`src/hdl/lld_pkg.sv`:
```
// Shared types and codes for the least-loaded dispatcher.
// Used by every module of the block; it depends on nothing else.
`default_nettype none

package lld_pkg;

  // One request word as it arrives on the command port.
  typedef struct packed {
    logic [1:0] req_type;
    logic [5:0] source_id;
    logic       shared_mode;
    logic [2:0] done_worker;
  } req_t;

  // One result word.
  typedef struct packed {
    logic [1:0]  status;
    logic [2:0]  target_worker;
    logic [15:0] target_load;
  } rsp_t;

  localparam logic [1:0] REQ_REGISTER = 2'd0;
  localparam logic [1:0] REQ_REMOVE   = 2'd1;
  localparam logic [1:0] REQ_READY    = 2'd2;
  localparam logic [1:0] REQ_DONE     = 2'd3;

  localparam logic [1:0] ST_DONE       = 2'd0;
  localparam logic [1:0] ST_DISPATCHED = 2'd1;
  localparam logic [1:0] ST_UNKNOWN    = 2'd2;
  localparam logic [1:0] ST_ALREADY    = 2'd3;

  localparam logic [3:0] ACTIVE_RESET = 4'd8;

  typedef enum logic [2:0] {
    S_IDLE,
    S_SRC,
    S_EVAL,
    S_SCAN,
    S_SCAN_END,
    S_LRD,
    S_LWR
  } state_t;

  typedef enum logic [1:0] {
    ALU_LT,
    ALU_INC,
    ALU_DEC
  } alu_op_t;

endpackage

`default_nettype wire

```
`src/hdl/lld_alu.sv`:
```
// Shared compare and saturating increment/decrement unit for loads and counts.
// Depends on lld_pkg for the operation codes.
`default_nettype none

module lld_alu #(
  parameter int LOAD_BITS = 16
) (
  input  lld_pkg::alu_op_t       op,
  input  logic [LOAD_BITS-1:0]   a,
  input  logic [LOAD_BITS-1:0]   b,
  output logic [LOAD_BITS-1:0]   y,
  output logic                   lt
);
  import lld_pkg::*;

  always_comb begin
    lt = (a < b);
    case (op)
      ALU_LT: begin
        y = a;
      end
      ALU_INC: begin
        y = (a == '1) ? a : a + LOAD_BITS'(1);
      end
      ALU_DEC: begin
        y = (a == '0) ? a : a - LOAD_BITS'(1);
      end
      default: begin
        y = a;
      end
    endcase
  end

endmodule

`default_nettype wire

```
`src/hdl/lld_load_mem.sv`:
```
// Worker load memory: one write port, one registered read port.
// Per-entry valid bits make unwritten entries read as zero after reset.
`default_nettype none

module lld_load_mem #(
  parameter int WORKERS   = 8,
  parameter int LOAD_BITS = 16,
  localparam int WIDX     = (WORKERS > 1) ? $clog2(WORKERS) : 1
) (
  input  logic                 clk,
  input  logic                 rst,
  input  logic [WIDX-1:0]      rd_addr,
  output logic [LOAD_BITS-1:0] rd_data,
  input  logic                 wr_en,
  input  logic [WIDX-1:0]      wr_addr,
  input  logic [LOAD_BITS-1:0] wr_data
);
  import lld_pkg::*;

  logic [LOAD_BITS-1:0] mem [WORKERS];
  logic [WORKERS-1:0]   written;

  always_ff @(posedge clk) begin
    if (rst) begin
      written <= '0;
    end else if (wr_en) begin
      written[wr_addr] <= 1'b1;
    end
  end

  always_ff @(posedge clk) begin
    if (wr_en) begin
      mem[wr_addr] <= wr_data;
    end
    rd_data <= written[rd_addr] ? mem[rd_addr] : '0;
  end

endmodule

`default_nettype wire

```
`src/hdl/lld_src_table.sv`:
```
// Source table memory holding valid, shared, in-flight count and home worker.
// Runs a clearing pass over every entry after reset; depends on lld_pkg.
`default_nettype none

module lld_src_table #(
  parameter int SOURCES = 64,
  parameter int ENT_W   = 21,
  localparam int SRC_AW = (SOURCES > 1) ? $clog2(SOURCES) : 1
) (
  input  logic              clk,
  input  logic              rst,
  input  logic [SRC_AW-1:0] rd_addr,
  output logic [ENT_W-1:0]  rd_data,
  input  logic              wr_en,
  input  logic [SRC_AW-1:0] wr_addr,
  input  logic [ENT_W-1:0]  wr_data,
  output logic              clearing
);
  import lld_pkg::*;

  localparam logic [SRC_AW-1:0] LAST_IDX = SRC_AW'(SOURCES - 1);

  logic [ENT_W-1:0]  mem [SOURCES];
  logic [SRC_AW-1:0] clr_idx;

  always_ff @(posedge clk) begin
    if (rst) begin
      clearing <= 1'b1;
      clr_idx  <= '0;
    end else if (clearing) begin
      clr_idx <= clr_idx + SRC_AW'(1);
      if (clr_idx == LAST_IDX) begin
        clearing <= 1'b0;
      end
    end
  end

  always_ff @(posedge clk) begin
    if (clearing) begin
      mem[clr_idx] <= '0;
    end else if (wr_en) begin
      mem[wr_addr] <= wr_data;
    end
    rd_data <= mem[rd_addr];
  end

  // The pass must have reached the last entry before it ends.
  a_clear_complete : assert property (@(posedge clk) disable iff (rst)
    $fell(clearing) |-> $past(clr_idx) == LAST_IDX)
    else $error("source table clearing pass ended early");

endmodule

`default_nettype wire

```
`src/hdl/least_loaded_dispatch_with_affinity.sv`:
```
// Top level of the least-loaded dispatcher with per-source affinity.
// Holds the sequencer; uses lld_pkg, lld_src_table, lld_load_mem and lld_alu.
//
//   Port group        Dir  Handshake         Word
//   start/req/busy    in   start & !busy     lld_pkg::req_t
//   result_valid      out  one-cycle strobe  lld_pkg::rsp_t on result
//   cfg_we/cfg_wdata  in   cfg_we            active_workers
//
// A ready event that needs a least-loaded search walks S_SRC, S_EVAL, S_SCAN over the
// active workers, S_SCAN_END, S_LRD and S_LWR: the load memory has a single read port and
// the scan reads and compares one worker per cycle. Pinned dispatch to a home worker and
// completions skip the scan; register and remove finish in S_EVAL. After reset the source
// table runs a clearing pass over every entry, during which busy is high. The result
// strobe comes in the cycle after the last busy cycle; the receiver cannot stall.
`default_nettype none

module least_loaded_dispatch_with_affinity #(
  parameter int WORKERS   = 8,
  parameter int SOURCES   = 64,
  parameter int LOAD_BITS = 16
) (
  input  logic           clk,
  input  logic           rst,
  input  logic           start,
  input  lld_pkg::req_t  req,
  output logic           busy,
  output logic           result_valid,
  output lld_pkg::rsp_t  result,
  input  logic           cfg_we,
  input  logic [3:0]     cfg_wdata
);
  import lld_pkg::*;

  localparam int WIDX   = (WORKERS > 1) ? $clog2(WORKERS) : 1;
  localparam int SRC_AW = (SOURCES > 1) ? $clog2(SOURCES) : 1;
  localparam int ENT_W  = 2 + LOAD_BITS + WIDX;

  state_t state, state_next;

  req_t                 req_q;
  logic [3:0]           active_workers;
  logic [WIDX-1:0]      last_w;
  logic [WIDX-1:0]      scan_idx;
  logic [WIDX-1:0]      cmp_idx;
  logic                 cmp_en;
  logic [WIDX-1:0]      best_idx;
  logic [LOAD_BITS-1:0] best_load;
  logic [WIDX-1:0]      target;
  logic                 take;

  logic                 clearing;
  logic [ENT_W-1:0]     src_rdata;
  logic                 src_we;
  logic [ENT_W-1:0]     src_wdata;
  logic                 ent_valid;
  logic                 ent_shared;
  logic [LOAD_BITS-1:0] ent_infl;
  logic [WIDX-1:0]      ent_home;
  logic                 in_range;
  logic                 known;
  logic                 dw_ok;

  logic [WIDX-1:0]      ld_raddr;
  logic [LOAD_BITS-1:0] ld_rdata;
  logic                 ld_we;

  alu_op_t              alu_op;
  logic [LOAD_BITS-1:0] alu_a;
  logic [LOAD_BITS-1:0] alu_y;
  logic                 alu_lt;

  logic                 finish;
  rsp_t                 fin_rsp;

  lld_src_table #(
    .SOURCES (SOURCES),
    .ENT_W   (ENT_W)
  ) u_src (
    .clk      (clk),
    .rst      (rst),
    .rd_addr  (SRC_AW'(req_q.source_id)),
    .rd_data  (src_rdata),
    .wr_en    (src_we),
    .wr_addr  (SRC_AW'(req_q.source_id)),
    .wr_data  (src_wdata),
    .clearing (clearing)
  );

  lld_load_mem #(
    .WORKERS   (WORKERS),
    .LOAD_BITS (LOAD_BITS)
  ) u_load (
    .clk     (clk),
    .rst     (rst),
    .rd_addr (ld_raddr),
    .rd_data (ld_rdata),
    .wr_en   (ld_we),
    .wr_addr (target),
    .wr_data (alu_y)
  );

  lld_alu #(
    .LOAD_BITS (LOAD_BITS)
  ) u_alu (
    .op (alu_op),
    .a  (alu_a),
    .b  (best_load),
    .y  (alu_y),
    .lt (alu_lt)
  );

  assign busy       = clearing || (state != S_IDLE);
  assign ent_valid  = src_rdata[ENT_W-1];
  assign ent_shared = src_rdata[ENT_W-2];
  assign ent_infl   = src_rdata[LOAD_BITS+WIDX-1:WIDX];
  assign ent_home   = src_rdata[WIDX-1:0];
  assign in_range   = 32'(req_q.source_id) < SOURCES;
  assign known      = in_range && ent_valid;
  assign dw_ok      = 32'(req_q.done_worker) < WORKERS;
  // Strict less-than keeps the lowest index on a tie.
  assign take       = (cmp_idx == '0) || alu_lt;

  // Highest worker index taking part, with the register limited to 1 .. WORKERS.
  always_comb begin
    if (active_workers == '0) begin
      last_w = '0;
    end else if (32'(active_workers) > WORKERS) begin
      last_w = WIDX'(WORKERS - 1);
    end else begin
      last_w = WIDX'(active_workers - 4'd1);
    end
  end

  always_ff @(posedge clk) begin
    if (rst) begin
      state <= S_IDLE;
    end else begin
      state <= state_next;
    end
  end

  always_comb begin
    state_next = state;
    src_we     = 1'b0;
    src_wdata  = src_rdata;
    ld_raddr   = target;
    ld_we      = 1'b0;
    alu_op     = ALU_LT;
    alu_a      = ld_rdata;
    finish     = 1'b0;
    fin_rsp    = '0;
    case (state)
      S_IDLE: begin
        if (start && !clearing) begin
          state_next = S_SRC;
        end
      end
      S_SRC: begin
        state_next = S_EVAL;
      end
      S_EVAL: begin
        case (req_q.req_type)
          REQ_REGISTER: begin
            finish     = 1'b1;
            state_next = S_IDLE;
            if (!in_range) begin
              fin_rsp.status = ST_UNKNOWN;
            end else if (ent_valid) begin
              fin_rsp.status = ST_ALREADY;
            end else begin
              src_we    = 1'b1;
              src_wdata = {1'b1, req_q.shared_mode, {LOAD_BITS{1'b0}}, {WIDX{1'b0}}};
            end
          end
          REQ_REMOVE: begin
            finish     = 1'b1;
            state_next = S_IDLE;
            if (!known) begin
              fin_rsp.status = ST_UNKNOWN;
            end else begin
              src_we    = 1'b1;
              src_wdata = {1'b0, src_rdata[ENT_W-2:0]};
            end
          end
          REQ_READY: begin
            if (!known) begin
              finish         = 1'b1;
              fin_rsp.status = ST_UNKNOWN;
              state_next     = S_IDLE;
            end else if (!ent_shared && (ent_infl != '0)) begin
              state_next = S_LRD;
            end else begin
              state_next = S_SCAN;
            end
          end
          default: begin
            alu_op = ALU_DEC;
            alu_a  = ent_infl;
            if (known && !ent_shared) begin
              src_we    = 1'b1;
              src_wdata = {1'b1, 1'b0, alu_y, ent_home};
            end
            if (dw_ok) begin
              state_next = S_LRD;
            end else begin
              finish     = 1'b1;
              state_next = S_IDLE;
            end
          end
        endcase
      end
      S_SCAN: begin
        ld_raddr = scan_idx;
        if (scan_idx == last_w) begin
          state_next = S_SCAN_END;
        end
      end
      S_SCAN_END: begin
        state_next = S_LRD;
      end
      S_LRD: begin
        alu_op = ALU_INC;
        alu_a  = ent_infl;
        if ((req_q.req_type == REQ_READY) && !ent_shared) begin
          src_we    = 1'b1;
          src_wdata = {1'b1, 1'b0, alu_y, target};
        end
        state_next = S_LWR;
      end
      S_LWR: begin
        alu_op     = (req_q.req_type == REQ_READY) ? ALU_INC : ALU_DEC;
        ld_we      = 1'b1;
        finish     = 1'b1;
        state_next = S_IDLE;
        if (req_q.req_type == REQ_READY) begin
          fin_rsp.status        = ST_DISPATCHED;
          fin_rsp.target_worker = 3'(target);
          fin_rsp.target_load   = 16'(alu_y);
        end
      end
      default: begin
        state_next = S_IDLE;
      end
    endcase
  end

  always_ff @(posedge clk) begin
    if (rst) begin
      active_workers <= ACTIVE_RESET;
      result_valid   <= 1'b0;
      cmp_en         <= 1'b0;
    end else begin
      if (cfg_we) begin
        active_workers <= cfg_wdata;
      end
      result_valid <= finish;
      cmp_en       <= (state == S_SCAN);
    end
  end

  always_ff @(posedge clk) begin
    if ((state == S_IDLE) && start && !busy) begin
      req_q <= req;
    end
    cmp_idx <= scan_idx;
    if (state == S_EVAL) begin
      scan_idx <= '0;
      target   <= (req_q.req_type == REQ_READY) ? ent_home : WIDX'(req_q.done_worker);
    end
    if (state == S_SCAN) begin
      scan_idx <= scan_idx + WIDX'(1);
    end
    if (cmp_en && take) begin
      best_idx  <= cmp_idx;
      best_load <= ld_rdata;
    end
    if (state == S_SCAN_END) begin
      target <= take ? cmp_idx : best_idx;
    end
    if (finish) begin
      result <= fin_rsp;
    end
  end

  a_strobe_single : assert property (@(posedge clk) disable iff (rst)
    result_valid |=> !result_valid)
    else $error("result strobe held for more than one cycle");

  a_accept_starts : assert property (@(posedge clk) disable iff (rst)
    (start && !busy) |=> (state == S_SRC))
    else $error("accepted word did not start the sequence");

  a_quiet_fields : assert property (@(posedge clk) disable iff (rst)
    (result_valid && (result.status != ST_DISPATCHED)) |->
      (result.target_worker == '0) && (result.target_load == '0))
    else $error("non-dispatch result carries a worker or load");

  a_scan_last_compare : assert property (@(posedge clk) disable iff (rst)
    (state == S_SCAN_END) |-> cmp_en)
    else $error("scan ended without its final compare");

endmodule

`default_nettype wire

```
`config.mk`:
```
export PLATFORM = sky130hd
export DESIGN_NAME = least_loaded_dispatch_with_affinity
export DESIGN_NICKNAME = d
export VERILOG_FILES = /design/src/hdl/lld_pkg.sv /design/src/hdl/lld_alu.sv /design/src/hdl/lld_load_mem.sv /design/src/hdl/lld_src_table.sv /design/src/hdl/least_loaded_dispatch_with_affinity.sv
export SDC_FILE = /design/constraint.sdc
export NUM_CORES = 2
export LEC_CHECK = 0
export ABC_CLOCK_PERIOD_IN_PS = 8420
export BUFFER_PORTS_ARGS = -buffer_cell sky130_fd_sc_hd__buf_2
export CORE_MARGIN = 4
export CORE_UTILIZATION = 50
export DETAILED_ROUTE_END_ITERATION = 10
export PLACE_DENSITY = 0.63
export SYNTH_ARGS = -nofsm -noshare
export SYNTH_HDL_FRONTEND = slang
export SYNTH_HIERARCHICAL = 1
export SYNTH_SLANG_ARGS = --single-unit
```
`constraint.sdc`:
```
create_clock -name clk -period 8.42 [get_ports clk]
set_input_delay 2.526 -clock clk [delete_from_list [all_inputs] [get_ports clk]]
set_output_delay 2.526 -clock clk [all_outputs]
set_load 0.02 [all_outputs]
```
==> summary.md <==
| Metric | Value |
|---|---|
| Outcome | `finished clean` |
| Psw | `3.088 mW` |
| Layer with the highest usage | `met2` |
| Max Buffers Root-to-Sink | `3` |
| DIE AREA | `131,100 µm²` |
| Family with the most delay on the worst path | `simple AND/OR/NAND/NOR gates` |
| Tot GR Track Use | `0.2465` |
| Syn nets | `3,165` |
| Final TNS setup | `0 ns` |
| Crit-path max FO | `64` |
| Buffers & Inverters on Critical Path | `2` |
| First-pass DRT Iterations | `5` |
| Die H | `362.1 µm` |
| Area share of the largest cell type after synthesis | `0.7327` |
| Minimum clock period | `6.002 ns` |
| Row Count | `129` |
| Worst-Skew Late Latency | `0.81 ns` |
| WP data arrival | `6.41 ns` |
| Mapped Cells | `3,119` |
| Max IR drop VDD | `0.1923 mV` |
| Top cells by area, synth | `edfxtp_1 73%, mux4_2 13%, dfxtp_1 2.0%, mux2i_1 0.91%, nor2_1 0.91%` |
| Synth-to-layout area growth | `12.08%` |
| Count leader, synth | `edfxtp_1` |
| Max-slew headroom | `0.1153` |
| Fmax | `166.6 MHz` |
| Crit path largest cell delay | `0.94 ns` |
| Synth unique cells | `92` |
| DIE WIDTH | `362.1 µm` |
| Storage cell area | `47,230 µm²` |
| Asr flop ratio synth | `0` |
| Num CTS Buffers | `164` |
| CTS tree | `yes` |
| Wire per inst | `32.02 µm` |
| Synth Flop Type | `edfxtp_1` |
| Routed WL | `160,000 µm` |
| Global route total overflow | `0` |
| Worst EP required | `8.83 ns` |
| Top cells by count, synth | `1,530 x edfxtp_1, 359 x mux4_2, 152 x nor2_1` |
| # IOs | `43` |
| Register area share after synthesis | `0.7531` |
| Flop pwr share | `0.547` |
| DP Cell Count | `4,693` |
| Port bufs | `42` |
| Sw frac | `0.1963` |
| Main combinational cell family by area after synthesis | `multiplexers` |
| Flops & latches, synth | `1,594` |
| Post-cts resize count | `0` |
| CP max-delay cell | `and2_2` |
| Initial antenna violation count | `9` |
| Crit. End Element | `register` |
| Post-Synth Adder-Cell Area | `0.005347` |
| RD Place Congestion | `0.8706` |
| DP HPWL | `91,880 µm` |
| Worst slew pin tran | `1.327 ns` |
| Dominant cell type by area after synthesis | `edfxtp_1` |
| Synth Cell Area | `62,710 µm²` |
| # DRC | `0` |
| Antenna Nets Post-Route | `0` |
| Syn. warnings | `6` |
| N_diodes | `0` |
| Via density per instance | `6.446` |
| Critical Path, Cell by Cell | `inv_2 -> nor2_1 -> nand2_1 -> o21ai_2 -> buf_4 -> mux2_1 -> nand3_1 -> or3_1 -> nor2_2 -> o21ai_0 -> a31oi_1 -> a22o_1 -> and2_2` |
| First-pass GRT wire length | `231,600 µm` |
| Nets | `3,268` |
| Max-cap viol count | `0` |
| EDFF count, synth | `1,530` |
| Setup bufs post-CTS | `0` |
| Setup CP Type | `register to register` |
| Met1 GRT Util | `0.3551` |
| P_int | `12.65 mW` |
| Startpoint Class | `register` |
| Grt met3 use | `0.04535` |
| Clock power frac | `0.446` |
| Hold Buf Count CTS | `0` |
| Setup Skew | `0.04029 ns` |
| Initial core utilization | `0.5052` |
| Simple-Gate Fraction of Synth Area | `0.03657` |
| Fin crit share | `0.7128` |
| Layout cells sized above 1 | `0.2474` |
| Clock sinks | `1,594` |
| Core area | `124,100 µm²` |
| Setup Viol. Count Final | `0` |
| Non-filler cells, final | `4,996` |
| Global routing usage on met2 | `0.3910` |
| Avg Cell Area, Syn | `20.10 µm²` |
| Synth Area in XOR/XNOR | `0.0009777` |
| Fill cell count | `9,043` |
| H-Tree Depth | `4` |
| Combinational share of power | `0.006` |
| Count of final hold-check violations | `0` |
| CTS Root Cell | `clkbuf_16` |
| CTS clk-pin slew, worst paths | `0.06 ns` |
| Pwr Density | `223.9 nW/µm²` |
| Final max-slew violation count | `0` |
| Largest net degree at the start of global routing | `92` |
| Cell leakage power | `22.58 nW` |
| Vias in the first global route | `32.13k` |
| RSZ-0062 raised after global routing | `no` |
| Synth Area in Compound Gates | `0.04382` |
| Core Util, Final | `0.5663` |
| Multiplexer share of the synthesized area | `0.1420` |
| Hold Crit Class | `register to register` |
| Via total after detailed routing | `32.20k` |
| Footprint of the multi-input gates | `14,900 µm²` |
| Initial DRC count | `3,807` |
## flip-flops by register name, summed over array words and instances (netlist names), 4 cells and up
register	count
u_src/mem	1344
u_load/mem	128
result	21
u_src/rd_data	21
best_load	16
u_load/rd_data	16
req_q	12
u_load/written	8
u_src/clr_idx	6
active_workers	4
## power by group through the flow
stage	sequential [mW]	clock (mW)	combinational [mW]
2_1_floorplan	8.77	0	0.0512
3_3_place_gp	8.78	0	0.0975
3_5_place_dp	8.78	0	0.0989
4_1_cts	8.61	7.17	0.0998
5_1_grt	8.61	7.51	0.105
6_report	8.61	7.02	0.101
## cell usage in the layout, fill, tap and decap left out, types with 29 or more instances in the layout
cell       synthesis  layout
nor2_1           152      87
a21oi_1           57      57
nand3_1           31      31
mux4_2           359     359
mux2i_1           57      57
buf_4             37      60
inv_1             38      38
clkbuf_16          0     166
clkbuf_1          46      43
clkinv_2           0      29
nor2_4             0      59
a22oi_1           59      59
dfxtp_1           64      64
o21ai_0           38      37
o22ai_1           68      68
nand2_1           90      90
buf_2             59      42
edfxtp_1        1530    1530
## area by class of cell
| cell class | count | share of cell area |
|---|---|---|
| repair buffers | 105 | 0.01025 |
| clock buffers | 218 | 0.06316 |
| flip-flops and latches | 1594 | 0.6719 |
| well taps | 1637 | 0.02914 |
| inverters | 39 | 0.002083 |
| multi-input cells | 1318 | 0.2120 |
| clock inverters | 85 | 0.01148 |
## per-stage QoR
stage	hold slack (ns)	setup WS [ns]	cell area (µm²)	total power [mW]
floorplan	0.4011	3.552	62710	8.824
global placement	0.4253	2.790	65040	8.873
detailed placement	0.4209	2.550	65040	8.877
CTS	0.4327	2.507	70280	15.88
global route	0.4367	2.067	70280	16.23
finish	0.4259	2.418	70280	15.73
## kinds of logic (layout without fill, tap and decap cells)
| logic type | count (synthesis) | after routing |
|---|---|---|
| adders and majority gates | 27 | 27 |
| and+or+nand+nor | 458 | 458 |
| muxes | 437 | 437 |
| DFF | 1594 | 1594 |
| xor gates and xnor gates | 7 | 7 |
| AOI/OAI and AO/OA | 389 | 389 |
| buffers and inverters | 207 | 447 |
## metal layers
layer / share of wire / wire (µm)
met1: 0.41 / 65720
met2: 0.48 / 76790
met3: 0.082 / 13070
met4: 0.027 / 4397
met5: 0.00011 / 17
## path summary, 6_finish.rpt
check / cells after the start / slack, ns / to / from
setup / recovery: 13 / 2.42 / u_src/mem[11][6] / state[0]
hold / removal: 0 / 0.43 / best_load[5] / u_load/rd_data[5]
setup reg to reg: 13 / 2.42 / u_src/mem[11][6] / state[0]
hold reg to reg: 0 / 0.43 / best_load[5] / u_load/rd_data[5]
No activity file was read; power rests on OpenSTA's default activity.
